<file path="config.mk">
export PLATFORM = sky130hd
export DESIGN_NAME = head_length_tail_deframer
export DESIGN_NICKNAME = d
export VERILOG_FILES = /design/src/rtl/hltd_pkg.sv /design/src/rtl/head_length_tail_deframer.sv /design/src/rtl/hltd_core.sv
export SDC_FILE = /design/constraint.sdc
export NUM_CORES = 1
export LEC_CHECK = 0
export BUFFER_PORTS_ARGS = -buffer_cell sky130_fd_sc_hd__buf_2
export CORE_ASPECT_RATIO = 1.1
export CORE_UTILIZATION = 40
export CTS_CLUSTER_SIZE = 28
export DETAILED_ROUTE_END_ITERATION = 10
export SKIP_CTS_REPAIR_TIMING = 1
export SYNTH_ARGS = -nofsm -noshare
export SYNTH_HDL_FRONTEND = slang
export SYNTH_HIERARCHICAL = 1
export SYNTH_SLANG_ARGS = --single-unit
</file>
<file path="constraint.sdc">
create_clock -name clk_i -period 7.05 [get_ports clk_i]
set_input_delay 0 -clock clk_i [delete_from_list [all_inputs] [get_ports clk_i]]
set_output_delay 0 -clock clk_i [all_outputs]
set_load 0.02 [all_outputs]
</file>
<file path="src/rtl/hltd_pkg.sv">
// ----------------------------------------------------------------------------
// hltd_pkg
// shared types and constants for the head/length/tail deframer
// ----------------------------------------------------------------------------
package hltd_pkg;

  localparam int unsigned ByteW   = 8;
  localparam int unsigned LenW    = 16;
  localparam int unsigned CntW    = 16;
  localparam int unsigned CfgIdxW = 3;
  localparam int unsigned CfgW    = 16;

  localparam logic [ByteW-1:0] HeadReset   = 8'h7F;
  localparam logic [ByteW-1:0] TailReset   = 8'h65;
  localparam logic [LenW-1:0]  MinLenReset = 16'd2;
  localparam logic [LenW-1:0]  MaxLenReset = 16'd1026;
  localparam logic [LenW-1:0]  LenFloor    = 16'd2;

  typedef enum logic [CfgIdxW-1:0] {
    REG_HEAD    = 3'd0,
    REG_TAIL    = 3'd1,
    REG_MIN_LEN = 3'd2,
    REG_MAX_LEN = 3'd3
  } reg_idx_e;

  typedef enum logic [2:0] {
    PH_HUNT    = 3'd0,
    PH_LEN_HI  = 3'd1,
    PH_LEN_LO  = 3'd2,
    PH_PAYLOAD = 3'd3,
    PH_TAIL    = 3'd4
  } phase_e;

  typedef enum logic [1:0] {
    EV_PAYLOAD    = 2'd0,
    EV_ACCEPTED   = 2'd1,
    EV_BAD_TAIL   = 2'd2,
    EV_BAD_LENGTH = 2'd3
  } event_e;

  typedef struct packed {
    logic [ByteW-1:0] head;
    logic [ByteW-1:0] tail;
    logic [LenW-1:0]  min_len;
    logic [LenW-1:0]  max_len;
  } cfg_t;

  typedef struct packed {
    logic             valid;
    logic [ByteW-1:0] data;
    event_e           code;
    logic [CntW-1:0]  count;
  } res_t;

endpackage

</file>
<file path="src/rtl/head_length_tail_deframer.sv">
// ----------------------------------------------------------------------------
// head_length_tail_deframer
// length-prefixed frame deframer: passes payload words, reports frame status
// a result is registered and shown in the cycle after its input word is accepted
// throughput: one word per cycle while the receiver takes results; the single output register sets the pace
// reset: hunting for the head byte, counter at zero, registers at defaults
// ----------------------------------------------------------------------------
module head_length_tail_deframer import hltd_pkg::*; (
  input  logic               clk_i,
  input  logic               rst_ni,
  input  logic               cfg_we_i,
  input  logic [CfgIdxW-1:0] cfg_idx_i,
  input  logic [CfgW-1:0]    cfg_wdata_i,
  input  logic               in_valid_i,
  output logic               in_ready_o,
  input  logic [ByteW-1:0]   in_byte_i,
  output logic               out_valid_o,
  input  logic               out_ready_i,
  output logic [ByteW-1:0]   out_byte_o,
  output logic [1:0]         event_code_o,
  output logic [CntW-1:0]    frames_accepted_o
);

  cfg_t             cfg_q;
  res_t             core_res;
  logic             accept;
  logic             out_valid_q, out_valid_d;
  logic [ByteW-1:0] out_byte_q;
  event_e           out_code_q;
  logic [CntW-1:0]  out_cnt_q;

  // configuration registers
  always_ff @(posedge clk_i or negedge rst_ni) begin
    if (!rst_ni) begin
      cfg_q.head    <= HeadReset;
      cfg_q.tail    <= TailReset;
      cfg_q.min_len <= MinLenReset;
      cfg_q.max_len <= MaxLenReset;
    end else if (cfg_we_i) begin
      case (cfg_idx_i)
        REG_HEAD:    cfg_q.head    <= cfg_wdata_i[ByteW-1:0];
        REG_TAIL:    cfg_q.tail    <= cfg_wdata_i[ByteW-1:0];
        REG_MIN_LEN: cfg_q.min_len <= cfg_wdata_i[LenW-1:0];
        REG_MAX_LEN: cfg_q.max_len <= cfg_wdata_i[LenW-1:0];
        default: begin
        end
      endcase
    end
  end

  assign in_ready_o = !out_valid_q || out_ready_i;
  assign accept     = in_valid_i && in_ready_o;

  hltd_core u_core (
    .clk_i    (clk_i),
    .rst_ni   (rst_ni),
    .accept_i (accept),
    .byte_i   (in_byte_i),
    .cfg_i    (cfg_q),
    .res_o    (core_res)
  );

  // output register
  always_comb begin
    out_valid_d = out_valid_q;
    if (out_ready_i) begin
      out_valid_d = 1'b0;
    end
    if (core_res.valid) begin
      out_valid_d = 1'b1;
    end
  end

  always_ff @(posedge clk_i or negedge rst_ni) begin
    if (!rst_ni) begin
      out_valid_q <= 1'b0;
    end else begin
      out_valid_q <= out_valid_d;
    end
  end

  always_ff @(posedge clk_i) begin
    if (core_res.valid) begin
      out_byte_q <= core_res.data;
      out_code_q <= core_res.code;
      out_cnt_q  <= core_res.count;
    end
  end

  assign out_valid_o       = out_valid_q;
  assign out_byte_o        = out_byte_q;
  assign event_code_o      = out_code_q;
  assign frames_accepted_o = out_cnt_q;

  a_status_no_data: assert property (@(posedge clk_i) disable iff (!rst_ni)
    out_valid_o && (event_code_o != EV_PAYLOAD) |-> out_byte_o == '0)
    else $error("status word carries nonzero data");

  a_stall_holds_input: assert property (@(posedge clk_i) disable iff (!rst_ni)
    !in_ready_o |-> out_valid_o && !out_ready_i)
    else $error("input stalled without a pending result");

  a_result_needs_accept: assert property (@(posedge clk_i) disable iff (!rst_ni)
    core_res.valid |-> in_valid_i && in_ready_o)
    else $error("result produced without an accepted word");

  a_no_overwrite: assert property (@(posedge clk_i) disable iff (!rst_ni)
    out_valid_q && !out_ready_i |-> !core_res.valid)
    else $error("pending result overwritten");

endmodule

</file>
<file path="src/rtl/hltd_core.sv">
// ----------------------------------------------------------------------------
// hltd_core
// frame state tracker: one byte per cycle while accept_i is high, gives at most one result per word
// ----------------------------------------------------------------------------
module hltd_core import hltd_pkg::*; (
  input  logic             clk_i,
  input  logic             rst_ni,
  input  logic             accept_i,
  input  logic [ByteW-1:0] byte_i,
  input  cfg_t             cfg_i,
  output res_t             res_o
);

  phase_e            phase_q, phase_d;
  logic [ByteW-1:0]  len_hi_q, len_hi_d;
  logic [LenW-1:0]   left_q, left_d;
  logic [CntW-1:0]   cnt_q, cnt_d;
  logic [LenW-1:0]   len_full;
  logic [LenW-1:0]   left_dec;
  logic              len_bad;

  assign len_full = {len_hi_q, byte_i};
  assign len_bad  = (len_full < LenFloor) || (len_full < cfg_i.min_len) ||
                    (len_full > cfg_i.max_len);
  assign left_dec = left_q - LenW'(1);

  always_comb begin
    phase_d     = phase_q;
    len_hi_d    = len_hi_q;
    left_d      = left_q;
    cnt_d       = cnt_q;
    res_o.valid = 1'b0;
    res_o.data  = '0;
    res_o.code  = EV_PAYLOAD;
    if (accept_i) begin
      case (phase_q)
        PH_HUNT: begin
          if (byte_i == cfg_i.head) begin
            phase_d = PH_LEN_HI;
          end
        end
        PH_LEN_HI: begin
          len_hi_d = byte_i;
          phase_d  = PH_LEN_LO;
        end
        PH_LEN_LO: begin
          if (len_bad) begin
            phase_d     = PH_HUNT;
            left_d      = '0;
            res_o.valid = 1'b1;
            res_o.code  = EV_BAD_LENGTH;
          end else begin
            left_d  = len_full - LenFloor;
            phase_d = (len_full == LenFloor) ? PH_TAIL : PH_PAYLOAD;
          end
        end
        PH_PAYLOAD: begin
          left_d      = left_dec;
          if (left_dec == '0) begin
            phase_d = PH_TAIL;
          end
          res_o.valid = 1'b1;
          res_o.data  = byte_i;
          res_o.code  = EV_PAYLOAD;
        end
        PH_TAIL: begin
          phase_d     = PH_HUNT;
          res_o.valid = 1'b1;
          if (byte_i == cfg_i.tail) begin
            cnt_d      = cnt_q + CntW'(1);
            res_o.code = EV_ACCEPTED;
          end else begin
            res_o.code = EV_BAD_TAIL;
          end
        end
        default: begin
          phase_d = PH_HUNT;
        end
      endcase
    end
    res_o.count = cnt_d;
  end

  always_ff @(posedge clk_i or negedge rst_ni) begin
    if (!rst_ni) begin
      phase_q  <= PH_HUNT;
      len_hi_q <= '0;
      left_q   <= '0;
      cnt_q    <= '0;
    end else begin
      phase_q  <= phase_d;
      len_hi_q <= len_hi_d;
      left_q   <= left_d;
      cnt_q    <= cnt_d;
    end
  end

endmodule

</file>
Word-level counts from Yosys, hierarchy flattened. Cells that the tools add are included.

Register bits after elaboration: 118. Input port bits: 32.

Multiplexer cells: 19. Add/subtract/negate cells: 3. Eq/ne operators: 12. Order comparisons: 3. Reductions and logical operators: 19.

Operators with widths (count): two-way mux 16 bit (4); case mux 16 bit (2 select lines) (1); adder 16 x 1 -> 16 bit, second input constant (1); == test 16 x 2 -> 1 bit, second input constant (1); == test 8 bit (2); > comparator 16 bit (1); logical NOT 16 bit (1); less-than comparator 16 bit (1); less-than comparator 16 x 2 -> 1 bit, second input constant (1); subtractor 16 x 1 -> 16 bit, second input constant (1); subtractor 16 x 2 -> 16 bit, second input constant (1); AND reduction 2 bit (7); == test 3 x 2 -> 1 bit, second input constant (4); two-way mux 3 bit (4); case mux 3 bit (4 select lines) (1); two-way mux 11 bit (1); two-way mux 8 bit (1); == test 3 x 1 -> 1 bit, second input constant (2); logical NOT 3 bit (2); two-way mux 2 bit (2); inequality test 2 x 1 -> 1 bit, second input constant (2); case mux 2 bit (2 select lines) (1); nonzero test 2 bit (2); == test 3 bit, second input constant (1); other kinds (7) (11).

Depth between registers and ports, before layout. Gate-level depths: netlist of the first run.

Depth after elaboration: 7. Depth in mapped cells: 10. Depth with buffers taken out: 10.

Cells and area by module. The synthesis of the first run kept the hierarchy.

Modules (own cells, without submodules): hltd_core (cells each 420, area an instance 3584.7 um2, instances 1); head_length_tail_deframer (cells each 134, area an instance 2673.8 um2, instances 1).

Worst setup path after synthesis of the first run. No wires, ideal clock.

Path type: reg2reg. From: register cfg_q[17] (netlist bit). To: register out_code_q[0] (netlist: event_code_o[0]), enable pin. Slack: 3.957 ns. Buffers on the path: 0. Required time: 6.663 ns. Data arrival time: 2.706 ns. Setup time: 0.387 ns. Stages on the path, launching flop included: 9. Period minus slack after synthesis: 3.093 ns. Cell sequence: dfstp_2 inv_1 ha_1 a2111oi_2 o311ai_2 a2111oi_2 nor4_4 nor2_1 o31a_1.

RTL lines: start: declaration (line head_length_tail_deframer.sv:24) `cfg_t cfg_q;`; end signal: assignment (line head_length_tail_deframer.sv:85) `out_code_q <= core_res.code;`; end: declaration (line head_length_tail_deframer.sv:29) `event_e out_code_q;`.

==> impl_results.md, run 1 <==
- DR iter-0 viols: 201
- Die height: 133.2 µm
- CTS Buffer Depth: 2
- Die W: 121.3 µm
- DRC: 0
- Final Max Slew Viols: 0
- WHS Path Cells: 2
- I/O Buffers: 59
- Synth warn: 6
- CTS root buffer: clkbuf_16
- Post-synth EDFFs: 26
- Critical Path End Type: flop
- Antenna violations before repair: 0
- Final Hold Vio Count: 0
- Run status: complete, no violations
- Crit-path max FO: 27
- Cells after synthesis: 554
- Diodes inserted: 0
- Detailed-route wire length: 14120 µm
- Power Total: 2.168 mW
- CTS tree: done
- Max Fclk: 0.2848 GHz
- DRT antenna net count: 0
- Via density: 5.363
- Post-synth net total: 621
- Synth Area in Compound Gates: 0.08457
- Drt wl/cell: 16.71 µm
- Min cycle time layout: 3.511 ns
- Crit start category: flop
- Final setup vio count: 0
- Largest family of logic cells by synthesized area: simple AND/OR/NAND/NOR gates
- Fillers: 1390
- HP Class: in2reg
- CP arrival: 3.54 ns
- Tcrit/Tclk final: 0.4980
- Depth of the most critical reg-to-reg path: 8
- Max cap viols: 0
- Die ar.: 16150 µm²
- Clock-pin slew on the worst setup and hold paths: 0.05 ns
- Initial core utilization: 0.4125
- Layout overhead on the synthesized area: 20.59%
- Register area: 3100 µm²
- Mapped Area: 6259 µm²
- Sequential-to-total area share from yosys stat: 0.4954
- PwrDens: 287.3 nW/µm²
- Clk_skew: 0.01264 ns
- Slew @ Worst Pin: 1.287 ns
- Total CTS buffers: 17
- Ys async rst share: 0.7797
- Io pins: 60
- RSZ-0062 raised after global routing: no
- Clk sinks: 118
- Row count: 47
- Syn avg cell area: 11.30 µm²
- Adder-cell share of the synthesized area: 0.06997
- Vias in the first global route: 4538
- Largest net degree at the start of global routing: 48
- Post-Synth XOR/XNOR Area: 0.06437
- Placer Congestion: 0.8658
- First-pass GRT wire length: 23000 µm
- Crit Path Class: reg2reg
- Relative slew slack: 0.1419
- Worst hold slack: 0.06540 ns
- Synth Flop Type: dfrtp_1
- Fraction of layout cells with a size suffix above 1: 0.2758
- H-Tree Depth: 4
- Setup tns final: 0 ns
- Worst EP required: 7.07 ns
- Clock insertion delay at the later pin of the skew report: 0.42 ns
- Gr usage total: 0.1873
- Synth cell types: 60
- Grt total ovfl: 0
- Synth Area in Simple Gates: 0.1407
- Register bit total from synthesis: 118
- Final net count: 703
- Max VDD drop: 0.1757 mV
- Mux cell area share after synthesis: 0.1042
- Drt first pass iters: 5
- Area occupied by multi-input gates: 2918 µm²
- Via count: 4532
- Lkg Pwr: 3.383 nW
- Core box area: 15170 µm²
- Dpl hpwl: 9975 µm
==> layout by cell type, fill, tap and decap left out, types with 15 or more instances in the layout <==
cell type,synthesis,final
dfrtp_1,78,78
edfxtp_1,26,26
nand2_1,30,30
mux2_2,57,57
xor2_1,24,24
inv_1,43,43
dlygate4sd3_1,0,20
nor2_1,40,40
a21oi_1,21,21
ha_1,35,35
clkbuf_16,0,17
buf_2,3,58
xnor2_1,22,22
nand3_1,15,15
==> layout make-up <==
type,count,share of cell area
clock buffer,21,0.06101
tap,196,0.03249
multi-input combinational,375,0.3866
timing repair buffer,81,0.06797
inverter,43,0.02139
sequential,118,0.4108
clock inverter,11,0.01973
==> per-stage QoR <==
stage | setup WS, ns | instance area [µm²] | utilization | cells
after floorplan | 3.957 | 6259 | - | 554
after global placement | 3.652 | 6738 | 0.4441 | 793
after detailed placement | 3.499 | 6738 | 0.4441 | 793
after CTS | 3.499 | 7347 | 0.4842 | 825
after global routing | 3.257 | 7547 | 0.4974 | 845
final | 3.539 | 7547 | 0.4974 | 845
==> power breakdown <==
part / internal, mW / switching [mW] / leakage [nW]
logic: 0.194 / 0.218 / 1.70
registers: 0.794 / 0.0765 / 1.38
clock network: 0.576 / 0.309 / 0.298
==> path summary, 6_finish.rpt <==
check,to,slack (ns),start
max,frames_accepted_o[3],3.54,cfg_q[17]
min,u_core/len_hi_q[2],0.07,in_byte_i[2]
max reg2reg,frames_accepted_o[3],3.54,cfg_q[17]
min reg2reg,u_core/cnt_q[15],0.45,u_core/cnt_q[15]
max in group asynchronous,u_core/cnt_q[3],5.88,rst_ni
min in group asynchronous,cfg_q[29],0.13,rst_ni
==> metal layers <==
layer  part of all wire  GRT usage
met3              0.046    0.04366
met4              0.018    0.07133
met1               0.44     0.2326
met2               0.50     0.3146
met5                  0          0
==> cells by family after synthesis <==
group	count (synthesis)
buffers and inverters	61
muxes	58
xor gates and xnor gates	46
and+or+nand+nor	161
AOI/OAI and AO/OA	75
DFF	118
adders and majority gates	35
==> worst max-delay path: stages (launching register included) <==
cell       delay (ns)
dfstp_2          0.53
inv_1            0.04
ha_1             0.27
a2111oi_2        0.33
o311ai_2         0.16
a2111oi_2        0.52
nor4_4           0.15
nor2_1           0.11
o31a_1           1.00
==> registers in the layout, indices dropped and copies added (netlist names) <==
name and cells:
cfg_q 48, frames_accepted_o 16, u_core/cnt_q 16, u_core/left_q 16, out_byte_o 8, u_core/len_hi_q 8
u_core/phase_q 3, event_code_o 2, out_valid_o 1
==> synth_stat cells (3+ instances only) <==
cell type,instances,area share
nand2b_1,5,0.0050
or3_1,3,0.0030
nand4_1,13,0.013
nand3_1,15,0.012
edfxtp_1,26,0.12
nor3_1,14,0.011
nand2_1,30,0.018
and3_1,8,0.0080
xor2_1,24,0.034
a21o_1,3,0.0036
a21oi_1,21,0.017
nor4_1,8,0.0080
o21ai_0,13,0.010
ha_1,35,0.070
a21boi_0,3,0.0036
o211ai_2,3,0.0060
xnor2_1,22,0.031
dfrtp_1,78,0.31
o21ai_1,5,0.0040
nor2_1,40,0.024
nor2b_1,4,0.0040
clkbuf_1,10,0.0060
inv_1,43,0.026
o221ai_1,5,0.0070
and2_1,3,0.0030
mux2_2,57,0.10
buf_2,3,0.0024
or4_1,3,0.0036
dfstp_2,14,0.059
Power figures use the tool's default switching activity.
==> run 2: changes to the inputs <==
--- a/config.mk
+++ b/config.mk
@@ -5,6 +5,7 @@
 export SDC_FILE = /design/constraint.sdc
 export NUM_CORES = 1
 export LEC_CHECK = 0
+export ABC_AREA = 1
 export BUFFER_PORTS_ARGS = -buffer_cell sky130_fd_sc_hd__buf_2
 export CORE_ASPECT_RATIO = 1.1
 export CORE_UTILIZATION = 40
==> constraint.sdc (replaced) <==
create_clock -name clk_i -period 3.27 [get_ports clk_i]
set_input_delay 0 -clock clk_i [delete_from_list [all_inputs] [get_ports clk_i]]
set_output_delay 0 -clock clk_i [all_outputs]
set_load 0.02 [all_outputs]
==> run 2 against run 1 <==
- the flow now finishes with violations (negative hold slack)
- die area is 10% higher
- sequential share of layout area down 3.7 points
- register-to-register slack worse by 2.8 ns
- setup slack got worse by 2.8 ns
- clock skew increased by 0.0021 ns
- non-clock buffer count is 7 higher
- count of clock-buffer cells in the layout shrank 2
- final area increased by 9.9%
==> impl_results.md, run 2 <==
- Largest net degree at the start of global routing: 62 (+29%)
- Diodes inserted: 0 (unchanged)
- Post-synth net total: 938 (+51%)
- Register bit total from synthesis: 118 (unchanged)
- Crit start category: flop
- Slew @ Worst Pin: 0.8462 ns (-0.4410 ns)
- Synth warn: 6 (unchanged)
- Layout overhead on the synthesized area: 20.37%
- Final Max Slew Viols: 0 (unchanged)
- First-pass GRT wire length: 27270 µm (+19%)
- Critical Path End Type: flop
- Core box area: 16610 µm² (+9.5%)
- Vias in the first global route: 5627 (+24%)
- Commonest cells after routing, fill and taps aside: 268 x nand2_1, 103 x inv_1, 81 x nor2_1, 78 x dfrtp_1, 65 x nand3_1
- Run status: finished with violations
- CTS tree: done
- Cell taking the most area after synthesis: dfrtp_1
- Syn avg cell area: 7.912 µm² (-30%)
- Register area: 3100 µm² (unchanged)
- Worst EP required: 3.36 ns (-3.71 ns)
- Power Total: 6.363 mW (+190%)
- DR iter-0 viols: 336 (+67%)
- Post-synth EDFFs: 26 (unchanged)
- CP Launch Point: u_core/len_hi_q[7]
- Clock-pin slew on the worst setup and hold paths: 0.06 ns (about the same)
- Top post-synthesis cells by count: 268 x nand2_1, 103 x inv_1, 82 x nor2_1, 78 x dfrtp_1, 65 x nand3_1
- Worst hold start: cfg_idx_i[2]
- RSZ-0062 raised after global routing: no
- Top-area cell type share of the netlist area: 0.2832 (-0.02865)
- Ys async rst share: 0.7797 (unchanged)
- FF-to-FF Start: u_core/len_hi_q[7]
- H-Tree Depth: 4 (unchanged)
- Fraction of layout cells with a size suffix above 1: 0.1490 (-0.1268)
- Synth Flop Type: dfrtp_1
- PwrDens: 767.1 nW/µm² (+170%)
- Slowest cell on the critical path: dfrtp_1
- Die height: 139.7 µm (+4.9%)
- Clock insertion delay at the later pin of the skew report: 0.42 ns (about the same)
- CP arrival: 2.60 ns (-0.94 ns)
- Antenna violations before repair: 0 (unchanged)
- Worst hold slack: -0.03662 ns (-0.1020 ns)
- Io pins: 60 (unchanged)
- Clk_skew: 0.01476 ns (+0.002119 ns)
- Mapped Area: 6892 µm² (+10%)
- Max Fclk: 0.3983 GHz (+40%)
- Commonest non-fill, non-tap cell in the layout: nand2_1
- Drt first pass iters: 5 (unchanged)
- Relative slew slack: 0.4359 (+0.2940)
- Via count: 5814 (+28%)
- Crit-path max FO: 26 (-3.7%)
- Via density: 4.837 (-9.8%)
- Dpl hpwl: 11900 µm (+19%)
- DRC: 0 (unchanged)
- Placer Congestion: 0.8242 (-4.8%)
- DRT antenna net count: 0 (unchanged)
- Die W: 127.2 µm (+4.9%)
- Final setup vio count: 0 (unchanged)
- Max FFs per register: 48 (unchanged)
- Synth cell types: 37 (-38%)
- HP Class: in2reg
- Detailed-route wire length: 16320 µm (+16%)
- I/O Buffers: 59 (unchanged)
- Setup tns final: 0 ns (unchanged)
- Crit Path Class: reg2reg
- CTS Buffer Depth: 2 (unchanged)
- Max cap viols: 0 (unchanged)
- Failing checks: negative hold slack
- Total CTS buffers: 17 (unchanged)
- Most flop-heavy register: cfg_q
- Row count: 49 (+4.3%)
- Area occupied by multi-input gates: 3282 µm² (+12%)
- Sequential-to-total area share from yosys stat: 0.4499 (-0.04551)
- Fillers: 1628 (+17%)
- Cell breakdown of the critical path: ha_1 > nand2_1 > inv_1 > nand3_1 > inv_1 > a21oi_1 > nand2_2 > nand3_1 > a21oi_1 > nor2_2 > buf_4
- Min cycle time layout: 2.511 ns (-1.000 ns)
- Gr usage total: 0.1970 (+0.009770)
- Buf/Inv on CP: 3 (+2)
- Clk sinks: 118 (unchanged)
- Drt wl/cell: 13.58 µm (-19%)
- Final Hold Vio Count: 10 (+10)
- Final net count: 1027 (+46%)
- CTS root buffer: clkbuf_16
- Lkg Pwr: 4.088 nW (+21%)
- Cells after synthesis: 871 (+57%)
- Area contributors post-synth: dfrtp_1 28%, nand2_1 15%, edfxtp_1 11%
- Die ar.: 17760 µm² (+10%)
- Tcrit/Tclk final: 0.7678 (+0.2697)
- CP delay by family, top: simple AND/OR/NAND/NOR gates
- Most frequent cell after synthesis: nand2_1
- CP peak stage delay: 0.45 ns (-0.55 ns)
- Initial core utilization: 0.4148 (+0.002288)
- Grt total ovfl: 0 (unchanged)
- Max VDD drop: 0.5066 mV (+190%)
## run 2: cell types whose count changed after synthesis, moves of 10 or more
cell     previous run  this run
nand2_1            30       268
inv_1              43       103
mux2_2             57         1
nand3_1            15        65
nor2_1             40        82
nand4_1            13        27
a22oi_1             1        13
o21ai_0            13        25
xnor2_1            22        10
a21oi_1            21        31
## run 2: cells by family (layout without fill, tap and decap cells)
| logic type | Yosys count | in the layout | share of synthesized area |
|---|---|---|---|
| mux | 1 | 1 | 0.001634 |
| compound gates | 78 | 78 | 0.06409 |
| fa+ha+maj | 35 | 35 | 0.06354 |
| xor+xnor | 32 | 32 | 0.04067 |
| buf+inv | 126 | 228 | 0.07426 |
| flops | 118 | 118 | 0.4499 |
| simple gates | 481 | 481 | 0.3059 |
## run 2: layout make-up
class | count | area share
Multi-Input combinational cell | 627 | 0.3956
Sequential cell | 118 | 0.3738
Timing Repair Buffer | 88 | 0.06878
Clock buffer | 19 | 0.05219
Inverter | 108 | 0.04887
Tap cell | 229 | 0.03454
Clock inverter | 13 | 0.02624
## run 2: layer usage
| layer | up-vias | global-route usage | share of wire |
|---|---|---|---|
| met2 | 99 | 0.3250 | 0.47 |
| met3 | 17 | 0.03114 | 0.029 |
| met5 | - | 0 | 0 |
| li1 | 2992 | - | - |
| met4 | 0 | 0.07895 | 0.019 |
| met1 | 2706 | 0.2581 | 0.48 |
## run 2: per-stage QoR
step	std cells	utilization	setup slack (ns)	cell area, µm²
floorplan	871	-	0.1679	6892
global placement	1148	0.4469	0.8273	7425
detailed placement	1148	0.4469	0.7462	7425
CTS	1180	0.4860	0.7327	8075
global route	1202	0.4993	0.4914	8295
finish	1202	0.4993	0.7594	8295
## run 2: worst min-delay path: cells and delay by family
kind / cells / cell delay, ns
AND/OR/NAND/NOR: 3 / 0.27
buffers and inverters: 1 / 0.11
## run 2: power breakdown
part           internal, mW  leakage, nW  switching, mW
combinational         0.724         2.43           1.33
sequential             1.92         1.35          0.307
clock                  1.36        0.310          0.712
total                  4.01         4.09           2.35
## run 2: final timing paths
check | to | slack, ns | cells after the start
min in group asynchronous | cfg_q[35] | 0.19 | 2
worst max register to register | out_byte_o[4] | 0.76 | 11
worst max-delay path | out_byte_o[4] | 0.76 | 11
worst min register to register | cfg_q[17] | 0.47 | 2
worst min-delay path | cfg_q[41] | -0.04 | 4
max in group asynchronous | cfg_q[45] | 2.21 | 3
==> run 3: changes to the inputs <==
==> constraint.sdc (replaced) <==
create_clock -name clk_i -period 2.1 [get_ports clk_i]
set_input_delay 0 -clock clk_i [delete_from_list [all_inputs] [get_ports clk_i]]
set_output_delay 0 -clock clk_i [all_outputs]
set_load 0.02 [all_outputs]
==> run 3 against run 2 <==
- the run ends with negative hold slack, negative setup slack left
- final cell count grew 2.7%
- setup slack lost 0.81 ns
- final area grew 3.7%
- clock power grew 38%
- count of clock-buffer cells in the layout grew 2
- register-to-register slack lost 0.81 ns
- worst hold slack gained 0.0076 ns
- first-iteration DRC count shrank 3.3%
- sequential power grew 52%
- fmax grew 17%
- combinational power grew 86%
- wire length grew 1.2%
- critical endpoint is now frames_accepted_o[10]
- largest power group is now combinational cells
- highest routed layer unchanged
==> impl_results.md, run 3 (synthesis gave the netlist of run 2 again) <==
- M1 wire length: 7751 µm (-0.95%)
- Initial core utilization: 0.4148 (unchanged)
- HP Class: in2reg
- Max FFs per register: 48 (unchanged)
- Pre-CTS WS: -0.08391 ns (-0.8301 ns)
- Row count: 49 (unchanged)
- Metal2 WL: 8038 µm (+4.2%)
- First-pass GRT wire length: 27190 µm (-0.28%)
- Critical Path End Type: flop
- H-Tree Depth: 4 (unchanged)
- Max Fclk: 0.4655 GHz (+17%)
- Crit-path max FO: 14 (-46%)
- Final net count: 1059 (+3.1%)
- CP arrival: 2.28 ns (-0.32 ns)
- Max cap viols: 0 (unchanged)
- Placer Congestion: 0.8321 (+0.96%)
- Depth of the most critical reg-to-reg path: 15 (+4)
- Via density: 4.801 (-0.75%)
- Core box area: 16610 µm² (unchanged)
- I/O Buffers: 59 (unchanged)
- Lkg Pwr: 4.250 nW (+4.0%)
- Failing checks: negative hold slack, negative setup slack
- Gr usage total: 0.1950 (-0.002001)
- Clk sinks: 118 (unchanged)
- Final setup vio count: 26 (+26)
- Vias in the first global route: 5504 (-2.2%)
- WHS Path Cells: 5 (+1)
- Io pins: 60 (unchanged)
- DRC: 0 (unchanged)
- Die ar.: 17760 µm² (unchanged)
- Top Layer Used: met4
- Clock insertion delay at the later pin of the skew report: 0.42 ns (about the same)
- Worst hold start: cfg_we_i
- Grt total ovfl: 0 (unchanged)
- Slew @ Worst Pin: 0.5565 ns (-0.2897 ns)
- CTS tree: done
- WHS Endpoint: cfg_q[41]
- Layout Cells excl Fill: 1234 (+2.7%)
- Detailed-route wire length: 16520 µm (+1.2%)
- Worst EP required: 2.23 ns (-1.13 ns)
- FF-to-FF Start: cfg_q[1]
- Tcrit/Tclk final: 1.023 (+0.2551)
- PwrDens: 1175 nW/µm² (+53%)
- Largest net degree at the start of global routing: 93 (+50%)
- Antenna violations before repair: 0 (unchanged)
- Crit start category: flop
- Commonest cells after routing, fill and taps aside: 264 x nand2_1, 101 x inv_1, 78 x dfrtp_1, 77 x nor2_1, 62 x nand3_1
- Drt wl/cell: 13.39 µm (-1.4%)
- Commonest non-fill, non-tap cell in the layout: nand2_1
- Drt first pass iters: 5 (unchanged)
- Setup tns final: -1.122 ns (-1.122 ns)
- Worst R2R End: frames_accepted_o[10]
- Routed wl met3: 510 µm (+9.2%)
- Max VDD drop: 0.6261 mV (+24%)
- Dpl hpwl: 11840 µm (-0.55%)
- Diodes inserted: 0 (unchanged)
- DR iter-0 viols: 325 (-3.3%)
- Fraction of layout cells with a size suffix above 1: 0.1910 (+0.04202)
- RSZ-0062 raised after global routing: yes
- CTS root buffer: clkbuf_16
- Relative slew slack: 0.6290 (+0.1931)
- Flop2flop setup slack: -0.05 ns (-0.81 ns)
- Clock-pin slew on the worst setup and hold paths: 0.06 ns (about the same)
- Power Total: 10.10 mW (+59%)
- CTS Buffer Depth: 2 (unchanged)
- Via count: 5924 (+1.9%)
- Crit Path Class: reg2reg
- Most flop-heavy register: cfg_q
- Die height: 139.7 µm (unchanged)
- Final Hold Vio Count: 3 (-7)
- Total CTS buffers: 17 (unchanged)
- Layout overhead on the synthesized area: 24.76%
- Min cycle time layout: 2.148 ns (-0.3626 ns)
- Run status: finished with violations
- Worst hold slack: -0.02897 ns (+0.007647 ns)
- Dpl cells: 1174 (+2.3%)
- Final Max Slew Viols: 0 (unchanged)
- DRT antenna net count: 0 (unchanged)
- Die W: 127.2 µm (unchanged)
- PnR worst setup slack: -0.04802 ns (-0.8074 ns)
- Clk_skew: 0.01402 ns (-0.0007359 ns)
==> run 3: where the power goes <==
part           switching, mW  leakage, nW  total [mW]  internal (mW)
combinational           2.33         2.63        3.83           1.50
sequential             0.406         1.35        3.40           3.00
clock                   1.08        0.274        2.87           1.78
total                   3.82         4.25        10.1           6.28
==> run 3: final cells by class <==
| type | count | area, µm² |
|---|---|---|
| inverter | 108 | 406.6 |
| sequential | 118 | 3100 |
| clock buffer | 21 | 450.4 |
| clock inverter | 11 | 127.6 |
| multi-input combinational | 627 | 3371 |
| timing repair buffer | 120 | 855.8 |
| fill | 1651 | 8016 |
| tap | 229 | 286.5 |
==> run 3: worst max path at each step <==
| stage | start | endpoint | slack [ns] | cells after the start |
|---|---|---|---|---|
| after floorplan | cfg_q[1] | event_code_o[0] | -0.23 | 14 |
| after global placement | cfg_q[1] | frames_accepted_o[9] | -0.06 | 15 |
| after detailed placement | cfg_q[1] | out_byte_o[0] | -0.08 | 15 |
| after CTS | cfg_q[1] | out_byte_o[5] | -0.09 | 15 |
| after global routing | cfg_q[1] | out_byte_o[5] | -0.18 | 15 |
| final | cfg_q[1] | frames_accepted_o[10] | -0.05 | 15 |
==> run 3: layer usage <==
| layer | vias to the layer above | global-route usage |
|---|---|---|
| li1 | 3064 | - |
| met1 | 2743 | 0.2554 |
| met2 | 98 | 0.3253 |
| met3 | 19 | 0.03806 |
| met4 | 0 | 0.05827 |
| met5 | - | 0 |
==> run 3: per-stage QoR <==
step	area (µm²)	utilization	hold slack [ns]
floorplan	6910	-	-0.2956
global placement	7674	0.4619	0.1023
detailed placement	7674	0.4619	0.09859
CTS	8252	0.4966	-0.3452
global route	8598	0.5175	0.01872
finish	8598	0.5175	-0.02897
==> run 3: critical path, stage by stage (launching register included) <==
cell and delay, ns:
dfstp_2 0.52, inv_1 0.04, ha_1 0.27, inv_2 0.04
o21bai_1 0.11, nand2_1 0.06, nand2_1 0.05, nand2_1 0.04
nand2_1 0.06, nand2_1 0.04, nand2_1 0.06, nand2_2 0.08
nand3_4 0.08, a21oi_2 0.07, nor2_4 0.15, buf_12 0.16
